`src/njs_pkg.sv`:
```
// Shared constants and codes for the nonpreemptive job scheduler.
`timescale 1ns / 1ps

package njs_pkg;

  localparam int unsigned TABLE_DEPTH = 16;
  localparam int unsigned SLOT_W      = $clog2(TABLE_DEPTH);
  localparam int unsigned CNT_W       = $clog2(TABLE_DEPTH + 1);

  localparam int unsigned ID_W   = 8;
  localparam int unsigned TIME_W = 16;
  localparam int unsigned RUN_W  = 12;
  localparam int unsigned ENTRY_W = ID_W + TIME_W + RUN_W;
  localparam int unsigned PROD_W  = TIME_W + RUN_W;

  localparam int unsigned IN_DATA_W  = 40;
  localparam int unsigned OUT_DATA_W = 24;

  typedef enum logic {
    CMD_SUBMIT = 1'b0,
    CMD_TICK   = 1'b1
  } cmd_e;

  typedef enum logic [1:0] {
    ST_ACCEPTED = 2'd0,
    ST_REJECTED = 2'd1,
    ST_RAN      = 2'd2,
    ST_IDLE     = 2'd3
  } status_e;

  typedef enum logic {
    POL_HRRN = 1'b0,
    POL_SPN  = 1'b1
  } policy_e;

  localparam logic REG_POLICY = 1'b0;

  typedef struct packed {
    logic [ID_W-1:0]   id;
    logic [TIME_W-1:0] arrival;
    logic [RUN_W-1:0]  run;
  } entry_t;

endpackage

```
`src/nonpreemptive_job_scheduler.sv`:
```
// Top level of the nonpreemptive job scheduler: job table, selection scan and run control.
`timescale 1ns / 1ps
//
//  channel   dir  handshake                    payload
//  s_axis    in   s_axis_tvalid/tready         tuser command, tdata id/arrival/run
//  m_axis    out  m_axis_tvalid/tready         tuser status, tdata cycle/id, tlast finished
//  apb       in   psel/penable/pwrite, pready  policy register at addresses 0-3 (paddr[2] = 0)
//
//  A submit, or a tick while a job runs, goes from accept through the SUBMIT or FINISH
//  state into the output register. A tick with no job running scans every slot through
//  the one table memory port, one slot a cycle with a registered read, then finishes.
//  Reset clears valid bits, clock and run state; the table memory is not cleared.
//  A held result stalls the submit or finish step; one item is worked on at a time.

module nonpreemptive_job_scheduler (
  input  logic        clk_i,
  input  logic        rst_ni,
  // s_axis: tuser = command; tdata = process_id[7:0], arrival_time[23:8],
  //         run_length[35:24], zero pad [39:36]
  input  logic        s_axis_tvalid,
  output logic        s_axis_tready,
  input  logic [njs_pkg::IN_DATA_W-1:0] s_axis_tdata,
  input  logic        s_axis_tuser,
  // m_axis: tuser = status[1:0]; tdata = cycle[15:0], running_id[23:16];
  //         tlast = job_finished
  output logic        m_axis_tvalid,
  input  logic        m_axis_tready,
  output logic [njs_pkg::OUT_DATA_W-1:0] m_axis_tdata,
  output logic [1:0]  m_axis_tuser,
  output logic        m_axis_tlast,
  // APB configuration
  input  logic        psel,
  input  logic        penable,
  input  logic        pwrite,
  input  logic [2:0]  paddr,
  input  logic [31:0] pwdata,
  output logic [31:0] prdata,
  output logic        pready
);

  typedef enum logic [3:0] {
    FSM_IDLE   = 4'b0001,
    FSM_SUBMIT = 4'b0010,
    FSM_SCAN   = 4'b0100,
    FSM_FINISH = 4'b1000
  } fsm_e;

  fsm_e fsm_q, fsm_d;

  logic [njs_pkg::TABLE_DEPTH-1:0] valid_q, valid_d;
  logic [njs_pkg::TIME_W-1:0]      clock_q, clock_d;
  logic                            busy_q, busy_d;
  logic [njs_pkg::ID_W-1:0]        cur_id_q, cur_id_d;
  logic [njs_pkg::RUN_W-1:0]       ticks_q, ticks_d;
  njs_pkg::policy_e                policy_q;

  // latched input word
  njs_pkg::entry_t in_q;

  // scan
  logic [njs_pkg::CNT_W-1:0]  cnt_q, cnt_d;
  logic                       rd_vld_q, rd_vld_d;
  logic [njs_pkg::SLOT_W-1:0] rd_slot_q;
  logic                       best_vld_q, best_vld_d;
  logic [njs_pkg::SLOT_W-1:0] best_slot_q, best_slot_d;
  logic [njs_pkg::TIME_W-1:0] best_wait_q, best_wait_d;
  njs_pkg::entry_t            best_q, best_d;

  // table memory
  njs_pkg::entry_t            mem_q [njs_pkg::TABLE_DEPTH];
  njs_pkg::entry_t            mem_rd_q;
  logic                       mem_we;
  logic [njs_pkg::SLOT_W-1:0] mem_waddr;

  // output register
  logic                        out_vld_q, out_vld_d, out_load, out_free;
  njs_pkg::status_e            out_status_q, out_status_d;
  logic [njs_pkg::TIME_W-1:0]  out_cycle_q, out_cycle_d;
  logic [njs_pkg::ID_W-1:0]    out_id_q, out_id_d;
  logic                        out_fin_q, out_fin_d;

  logic                       in_fire, cfg_we;
  logic                       free_found;
  logic [njs_pkg::SLOT_W-1:0] free_slot;
  logic                       cand_ok, cand_better;
  logic [njs_pkg::TIME_W-1:0] cand_wait;
  logic [njs_pkg::PROD_W-1:0] prod_cand, prod_best;
  logic                       run_b;
  logic [njs_pkg::ID_W-1:0]   run_id;
  logic [njs_pkg::RUN_W-1:0]  run_ticks, ticks_dec;

  assign in_fire       = s_axis_tvalid && s_axis_tready;
  assign s_axis_tready = (fsm_q == FSM_IDLE);
  assign out_free      = !out_vld_q || m_axis_tready;

  assign pready = 1'b1;
  assign cfg_we = psel && penable && pwrite && pready && (paddr[2] == njs_pkg::REG_POLICY);
  assign prdata = {31'd0, policy_q};

  // lowest free slot
  always_comb begin
    free_found = 1'b0;
    free_slot  = '0;
    for (int i = 0; i < njs_pkg::TABLE_DEPTH; i++) begin
      if (!valid_q[i] && !free_found) begin
        free_found = 1'b1;
        free_slot  = njs_pkg::SLOT_W'(i);
      end
    end
  end

  // candidate compare against the best so far
  assign cand_ok   = rd_vld_q && valid_q[rd_slot_q] && (mem_rd_q.arrival <= clock_q);
  assign cand_wait = clock_q - mem_rd_q.arrival;
  assign prod_cand = njs_pkg::PROD_W'(cand_wait) * njs_pkg::PROD_W'(best_q.run);
  assign prod_best = njs_pkg::PROD_W'(best_wait_q) * njs_pkg::PROD_W'(mem_rd_q.run);

  always_comb begin
    unique case (policy_q)
      njs_pkg::POL_SPN:  cand_better = mem_rd_q.run < best_q.run;
      njs_pkg::POL_HRRN: cand_better = prod_cand > prod_best;
      default:           cand_better = 1'b0;
    endcase
  end

  // run control for the finishing tick
  always_comb begin
    if (!busy_q && best_vld_q) begin
      run_b     = 1'b1;
      run_id    = best_q.id;
      run_ticks = best_q.run;
    end else begin
      run_b     = busy_q;
      run_id    = cur_id_q;
      run_ticks = ticks_q;
    end
  end
  assign ticks_dec = (run_ticks != '0) ? run_ticks - njs_pkg::RUN_W'(1) : run_ticks;

  always_comb begin
    fsm_d        = fsm_q;
    valid_d      = valid_q;
    clock_d      = clock_q;
    busy_d       = busy_q;
    cur_id_d     = cur_id_q;
    ticks_d      = ticks_q;
    cnt_d        = cnt_q;
    rd_vld_d     = 1'b0;
    best_vld_d   = best_vld_q;
    best_slot_d  = best_slot_q;
    best_wait_d  = best_wait_q;
    best_d       = best_q;
    mem_we       = 1'b0;
    mem_waddr    = free_slot;
    out_load     = 1'b0;
    out_status_d = out_status_q;
    out_cycle_d  = out_cycle_q;
    out_id_d     = out_id_q;
    out_fin_d    = out_fin_q;

    unique case (fsm_q)
      FSM_IDLE: begin
        if (in_fire) begin
          best_vld_d = 1'b0;
          cnt_d      = '0;
          if (s_axis_tuser == njs_pkg::CMD_SUBMIT) begin
            fsm_d = FSM_SUBMIT;
          end else if (busy_q) begin
            fsm_d = FSM_FINISH;
          end else begin
            fsm_d = FSM_SCAN;
          end
        end
      end
      FSM_SUBMIT: begin
        if (out_free) begin
          out_load    = 1'b1;
          out_cycle_d = '0;
          out_id_d    = '0;
          out_fin_d   = 1'b0;
          if (free_found && (in_q.run != '0)) begin
            mem_we             = 1'b1;
            valid_d[free_slot] = 1'b1;
            out_status_d       = njs_pkg::ST_ACCEPTED;
          end else begin
            out_status_d = njs_pkg::ST_REJECTED;
          end
          fsm_d = FSM_IDLE;
        end
      end
      FSM_SCAN: begin
        if (cnt_q < njs_pkg::CNT_W'(njs_pkg::TABLE_DEPTH)) begin
          rd_vld_d = 1'b1;
          cnt_d    = cnt_q + njs_pkg::CNT_W'(1);
        end
        // ties keep the earlier, lower slot
        if (cand_ok && (!best_vld_q || cand_better)) begin
          best_vld_d  = 1'b1;
          best_slot_d = rd_slot_q;
          best_wait_d = cand_wait;
          best_d      = mem_rd_q;
        end
        if (rd_vld_q && (rd_slot_q == njs_pkg::SLOT_W'(njs_pkg::TABLE_DEPTH - 1))) begin
          fsm_d = FSM_FINISH;
        end
      end
      FSM_FINISH: begin
        if (out_free) begin
          out_load    = 1'b1;
          out_cycle_d = clock_q;
          if (!busy_q && best_vld_q) begin
            valid_d[best_slot_q] = 1'b0;
          end
          if (run_b) begin
            out_status_d = njs_pkg::ST_RAN;
            out_id_d     = run_id;
            out_fin_d    = (ticks_dec == '0);
            busy_d       = (ticks_dec != '0);
            cur_id_d     = run_id;
            ticks_d      = ticks_dec;
          end else begin
            out_status_d = njs_pkg::ST_IDLE;
            out_id_d     = '0;
            out_fin_d    = 1'b0;
          end
          if (clock_q != '1) begin
            clock_d = clock_q + njs_pkg::TIME_W'(1);
          end
          fsm_d = FSM_IDLE;
        end
      end
      default: fsm_d = FSM_IDLE;
    endcase
  end

  always_comb begin
    if (out_load) begin
      out_vld_d = 1'b1;
    end else if (m_axis_tready) begin
      out_vld_d = 1'b0;
    end else begin
      out_vld_d = out_vld_q;
    end
  end

  always_ff @(posedge clk_i or negedge rst_ni) begin
    if (!rst_ni) begin
      fsm_q      <= FSM_IDLE;
      valid_q    <= '0;
      clock_q    <= '0;
      busy_q     <= 1'b0;
      cur_id_q   <= '0;
      ticks_q    <= '0;
      policy_q   <= njs_pkg::POL_HRRN;
      cnt_q      <= '0;
      rd_vld_q   <= 1'b0;
      best_vld_q <= 1'b0;
      out_vld_q  <= 1'b0;
    end else begin
      fsm_q      <= fsm_d;
      valid_q    <= valid_d;
      clock_q    <= clock_d;
      busy_q     <= busy_d;
      cur_id_q   <= cur_id_d;
      ticks_q    <= ticks_d;
      cnt_q      <= cnt_d;
      rd_vld_q   <= rd_vld_d;
      best_vld_q <= best_vld_d;
      out_vld_q  <= out_vld_d;
      if (cfg_we) begin
        policy_q <= njs_pkg::policy_e'(pwdata[0]);
      end
    end
  end

  // payload registers
  always_ff @(posedge clk_i) begin
    if (in_fire) begin
      in_q.id      <= s_axis_tdata[7:0];
      in_q.arrival <= s_axis_tdata[23:8];
      in_q.run     <= s_axis_tdata[35:24];
    end
    rd_slot_q    <= cnt_q[njs_pkg::SLOT_W-1:0];
    best_slot_q  <= best_slot_d;
    best_wait_q  <= best_wait_d;
    best_q       <= best_d;
    out_status_q <= out_status_d;
    out_cycle_q  <= out_cycle_d;
    out_id_q     <= out_id_d;
    out_fin_q    <= out_fin_d;
  end

  // job table, one write and one registered read per cycle
  always_ff @(posedge clk_i) begin
    if (mem_we) begin
      mem_q[mem_waddr] <= in_q;
    end
    mem_rd_q <= mem_q[cnt_q[njs_pkg::SLOT_W-1:0]];
  end

  assign m_axis_tvalid = out_vld_q;
  assign m_axis_tdata  = {out_id_q, out_cycle_q};
  assign m_axis_tuser  = out_status_q;
  assign m_axis_tlast  = out_fin_q;

`ifndef SYNTHESIS
  a_busy_has_ticks : assert property (@(posedge clk_i) disable iff (!rst_ni)
    busy_q |-> (ticks_q != '0))
    else $error("busy with no ticks left");

  a_scan_not_busy : assert property (@(posedge clk_i) disable iff (!rst_ni)
    (fsm_q == FSM_SCAN) |-> !busy_q)
    else $error("slot scan while a job runs");

  a_pick_valid : assert property (@(posedge clk_i) disable iff (!rst_ni)
    ((fsm_q == FSM_FINISH) && best_vld_q && !busy_q) |-> valid_q[best_slot_q])
    else $error("chosen slot is not valid");

  a_read_in_scan : assert property (@(posedge clk_i) disable iff (!rst_ni)
    rd_vld_q |-> (fsm_q == FSM_SCAN))
    else $error("table read outside scan");

  a_finish_clears : assert property (@(posedge clk_i) disable iff (!rst_ni)
    ((fsm_q == FSM_FINISH) && out_free && best_vld_q && !busy_q) |=>
      !valid_q[$past(best_slot_q)])
    else $error("chosen slot not released");
`endif

endmodule

```
`config.mk`:
```
export PLATFORM = sky130hd
export DESIGN_NAME = nonpreemptive_job_scheduler
export DESIGN_NICKNAME = d
export VERILOG_FILES = /design/src/njs_pkg.sv /design/src/nonpreemptive_job_scheduler.sv
export SDC_FILE = /design/constraint.sdc
export NUM_CORES = 2
export LEC_CHECK = 0
export ABC_AREA = 1
export BUFFER_PORTS_ARGS = -buffer_cell sky130_fd_sc_hd__buf_2
export CORE_ASPECT_RATIO = 0.6
export CORE_MARGIN = 4
export CORE_UTILIZATION = 30
export DETAILED_ROUTE_END_ITERATION = 8
export GPL_ROUTABILITY_DRIVEN = 0
export SYNTH_ARGS = -nofsm -noshare
export SYNTH_HDL_FRONTEND = slang
export SYNTH_SLANG_ARGS = --single-unit
```
`constraint.sdc`:
```
create_clock -name clk_i -period 11.04 [get_ports clk_i]
set_input_delay 0.552 -clock clk_i [delete_from_list [all_inputs] [get_ports clk_i]]
set_output_delay 0.552 -clock clk_i [all_outputs]
set_load 0.05 [all_outputs]
```
==> flow_summary.yaml <==
yosys:
  synthesis.instances: 4179
  yosysTopAreaCell: "edfxtp_1"
  synth_cell_types: 59
  ys_ff_latch: 785
  synth_edf_count: 679
  synth.area.top_cells: "edfxtp_1 46%, fa_1 13%, nand2_1 5.4%, ha_1 5.4%, o21ai_0 4.7%"
  netlist_area_um2: 44200
  synth.top_cell.area_share_pct: 46.1
  syn_area_per_cell_um2: 10.6
  yosysSeqAreaShare_pct: 51.6
  yosysWarnings: 0
  async_flop_share_pct: 8.41
  ys.flop_type: "edfxtp_1"
sta:
  max_freq_mhz: 105
  setup_tns_ns: 0
  finalCriticalPeriod_ns: 9.52
  slew_viol_final: 0
  setup_violations: 0
  finalHoldViolCount: 0
  finalCritPeriodShare_pct: 86.2
  skew_ns: 0.0344
  rsz0062_at_grt: "no"
  fin_ws_ns: 1.52
  slew_headroom_pct: 22.2
  worst_pin_slew_ns: 1.16
layout:
  area_growth_pct: 11.0
  drive_gt1_share_pct: 7.30
  area.sequential_um2: 22900
  nets: 4744
  fillers: 14400
  multi_input_area_um2: 18600
  final_cell_mix: "679 x edfxtp_1, 642 x nand2_1, 539 x inv_1"
  final_common_cell: "edfxtp_1"
placement:
  dp_slack_ns: 1.72
  io_buffers: 75
  post-dp-hpwl_mm: 79.9
routing:
  dr.pass1.iters: 5
  top_layer: "met5"
  ant_nets: 0
  drt_iter0_drc: 3272
  drc: 0
  wl_met1_mm: 58.8
  wl_per_cell_um: 19.8
  vias: 30600
  wl_met2_mm: 48.1
  wl_mm: 123
  vias_per_cell: 4.96
  wl_met3_mm: 13.6
cts:
  path_clk_slew_ns: 0.06
  postCtsHoldBufs: 1
  clock_sinks: 785
  htree_num_levels: 3
  numCtsBuffers: 70
  clk-insertion-delay-late_ns: 0.65
  ctsResizeCount: 0
  clk_path_buf_depth: 3
  cts_setup_buffers: 0
  cts_tree: "yes"
  root_buffer: "clkbuf_16"
global_route:
  grt_pass1_wl_mm: 185
  grt_pass1_vias: 29000
  track_usage_pct: 15.6
  gr-total-overflow: 0
  grt_max_degree: 122
  antenna_found_initial: 8
floorplan:
  ios: 145
  dieHeight_um: 305
  die_w_um: 504
  core-area_um2: 146000
  placementRows: 108
  dieArea_um2: 154000
  start_util_pct: 30.4
setup_path:
  cp.depth: 39
  crit_top_cell: "nand2_1"
  path_class: "flip-flop to flip-flop"
  cp.required_ns: 11.29
  crit_family: "adder cells"
  crit_path_end: "best_q[33]"
  rrSetupSlack_ns: 1.52
  r2r-end: "best_q[33]"
  startpoint: "clock_q[0]"
  crit_path_max_incr_delay_ns: 0.73
  crit_arrival_ns: 9.77
  crit_path_end_kind: "flip-flop"
  worst-path-buf-inv: 9
  reg2reg_from: "clock_q[0]"
  reg2regPathDepth: 39
  crit_path_start_kind: "flip-flop"
  crit_fanout: 40
  cp_slowest_cell: "inv_2"
worst_hold_path:
  worstHoldPathType: "input port to flip-flop"
flow_run:
  cap_viol_max_count: 0
outcome:
  status: "finished clean"
## routing by layer
layer	track usage [%]	up-vias
met2	21.2	1423
li1	-	14000
met5	0	-
met3	4.18	136
met1	24.7	15100
met4	2.96	4
## cells in the mapped netlist, types with 43 or more instances
| library cell | instances |
|---|---|
| fa_1 | 281 |
| edfxtp_1 | 679 |
| o21ai_0 | 412 |
| nor2_1 | 484 |
| clkbuf_1 | 171 |
| nand3_1 | 133 |
| o22ai_1 | 89 |
| nand2_1 | 642 |
| xor2_1 | 43 |
| inv_1 | 542 |
| dfrtp_1 | 65 |
| ha_1 | 191 |
| o221ai_1 | 58 |
| a21oi_1 | 96 |
## flip-flops by register name, summed over array words and instances (netlist names), 2 cells and up
name          flops
valid_q          16
best_wait_q      16
ticks_q          12
mem_rd_q         36
clock_q          16
mem_q           576
out_cycle_q      16
out_id_q          8
rd_slot_q         4
best_q           20
in_q             36
cur_id_q          8
best_slot_q       4
fsm_q             4
cnt_q             5
m_axis_tuser      2
## cells by family (layout without fill, tap and decap cells)
logic type / after synthesis / count (layout) / synth area share [%]
AND/OR/NAND/NOR: 1340 / 1340 / 12.3
flip-flops: 785 / 785 / 51.6
buffers and inverters: 773 / 810 / 6.93
AO/OA/AOI/OAI: 725 / 725 / 9.34
adder cells (fa/ha/maj): 472 / 472 / 18.1
XOR/XNOR: 73 / 73 / 1.46
multiplexers: 9 / 9 / 0.206
other: 2 / 36 / 0.0170
## worst min path at each step
stage	from	end	slack [ns]	cells after the start
finish	s_axis_tdata[23]	in_q[27]	0.09	1
global route	s_axis_tdata[33]	in_q[9]	0.05	1
CTS	s_axis_tdata[20]	in_q[24]	0.05	1
detailed placement	mem_rd_q[32]	best_q[32]	0.39	0
global placement	mem_rd_q[32]	best_q[32]	0.39	0
floorplan	rst_ni	best_vld_q	0.26	0
## area by class of cell
class,count,share of cell area [%]
clock buffers,93,4.02
well taps,1925,4.91
clock inverters,36,0.826
flip-flops and latches,785,46.5
multi-input cells,2651,37.8
inverters,552,4.25
repair buffers,129,1.60
diodes,4,0.0204
## per-stage QoR
stage	utilization, %	instances	hold WS (ns)	instance area (um^2)
detailed placement	32.1	6041	0.391	46700
finish	33.7	6175	0.0896	49100
global placement	32.1	6041	0.393	46700
CTS	33.7	6171	0.0483	49100
floorplan	-	4209	0.256	44400
global route	33.7	6172	0.0537	49100
## worst register-to-register path: cells and delay by family, from the launching register on
family                     cells  cell delay (ns)
xor gates and xnor gates       1             0.18
buffers and inverters          9             1.67
AOI/OAI and AO/OA              6             1.29
DFF                            1             0.40
adders and majority gates      9             3.73
and+or+nand+nor               14             1.82
Power is left out: the tool's default activity adds up to more than one toggle a clock period on the data nets, which glitch-free logic cannot reach.
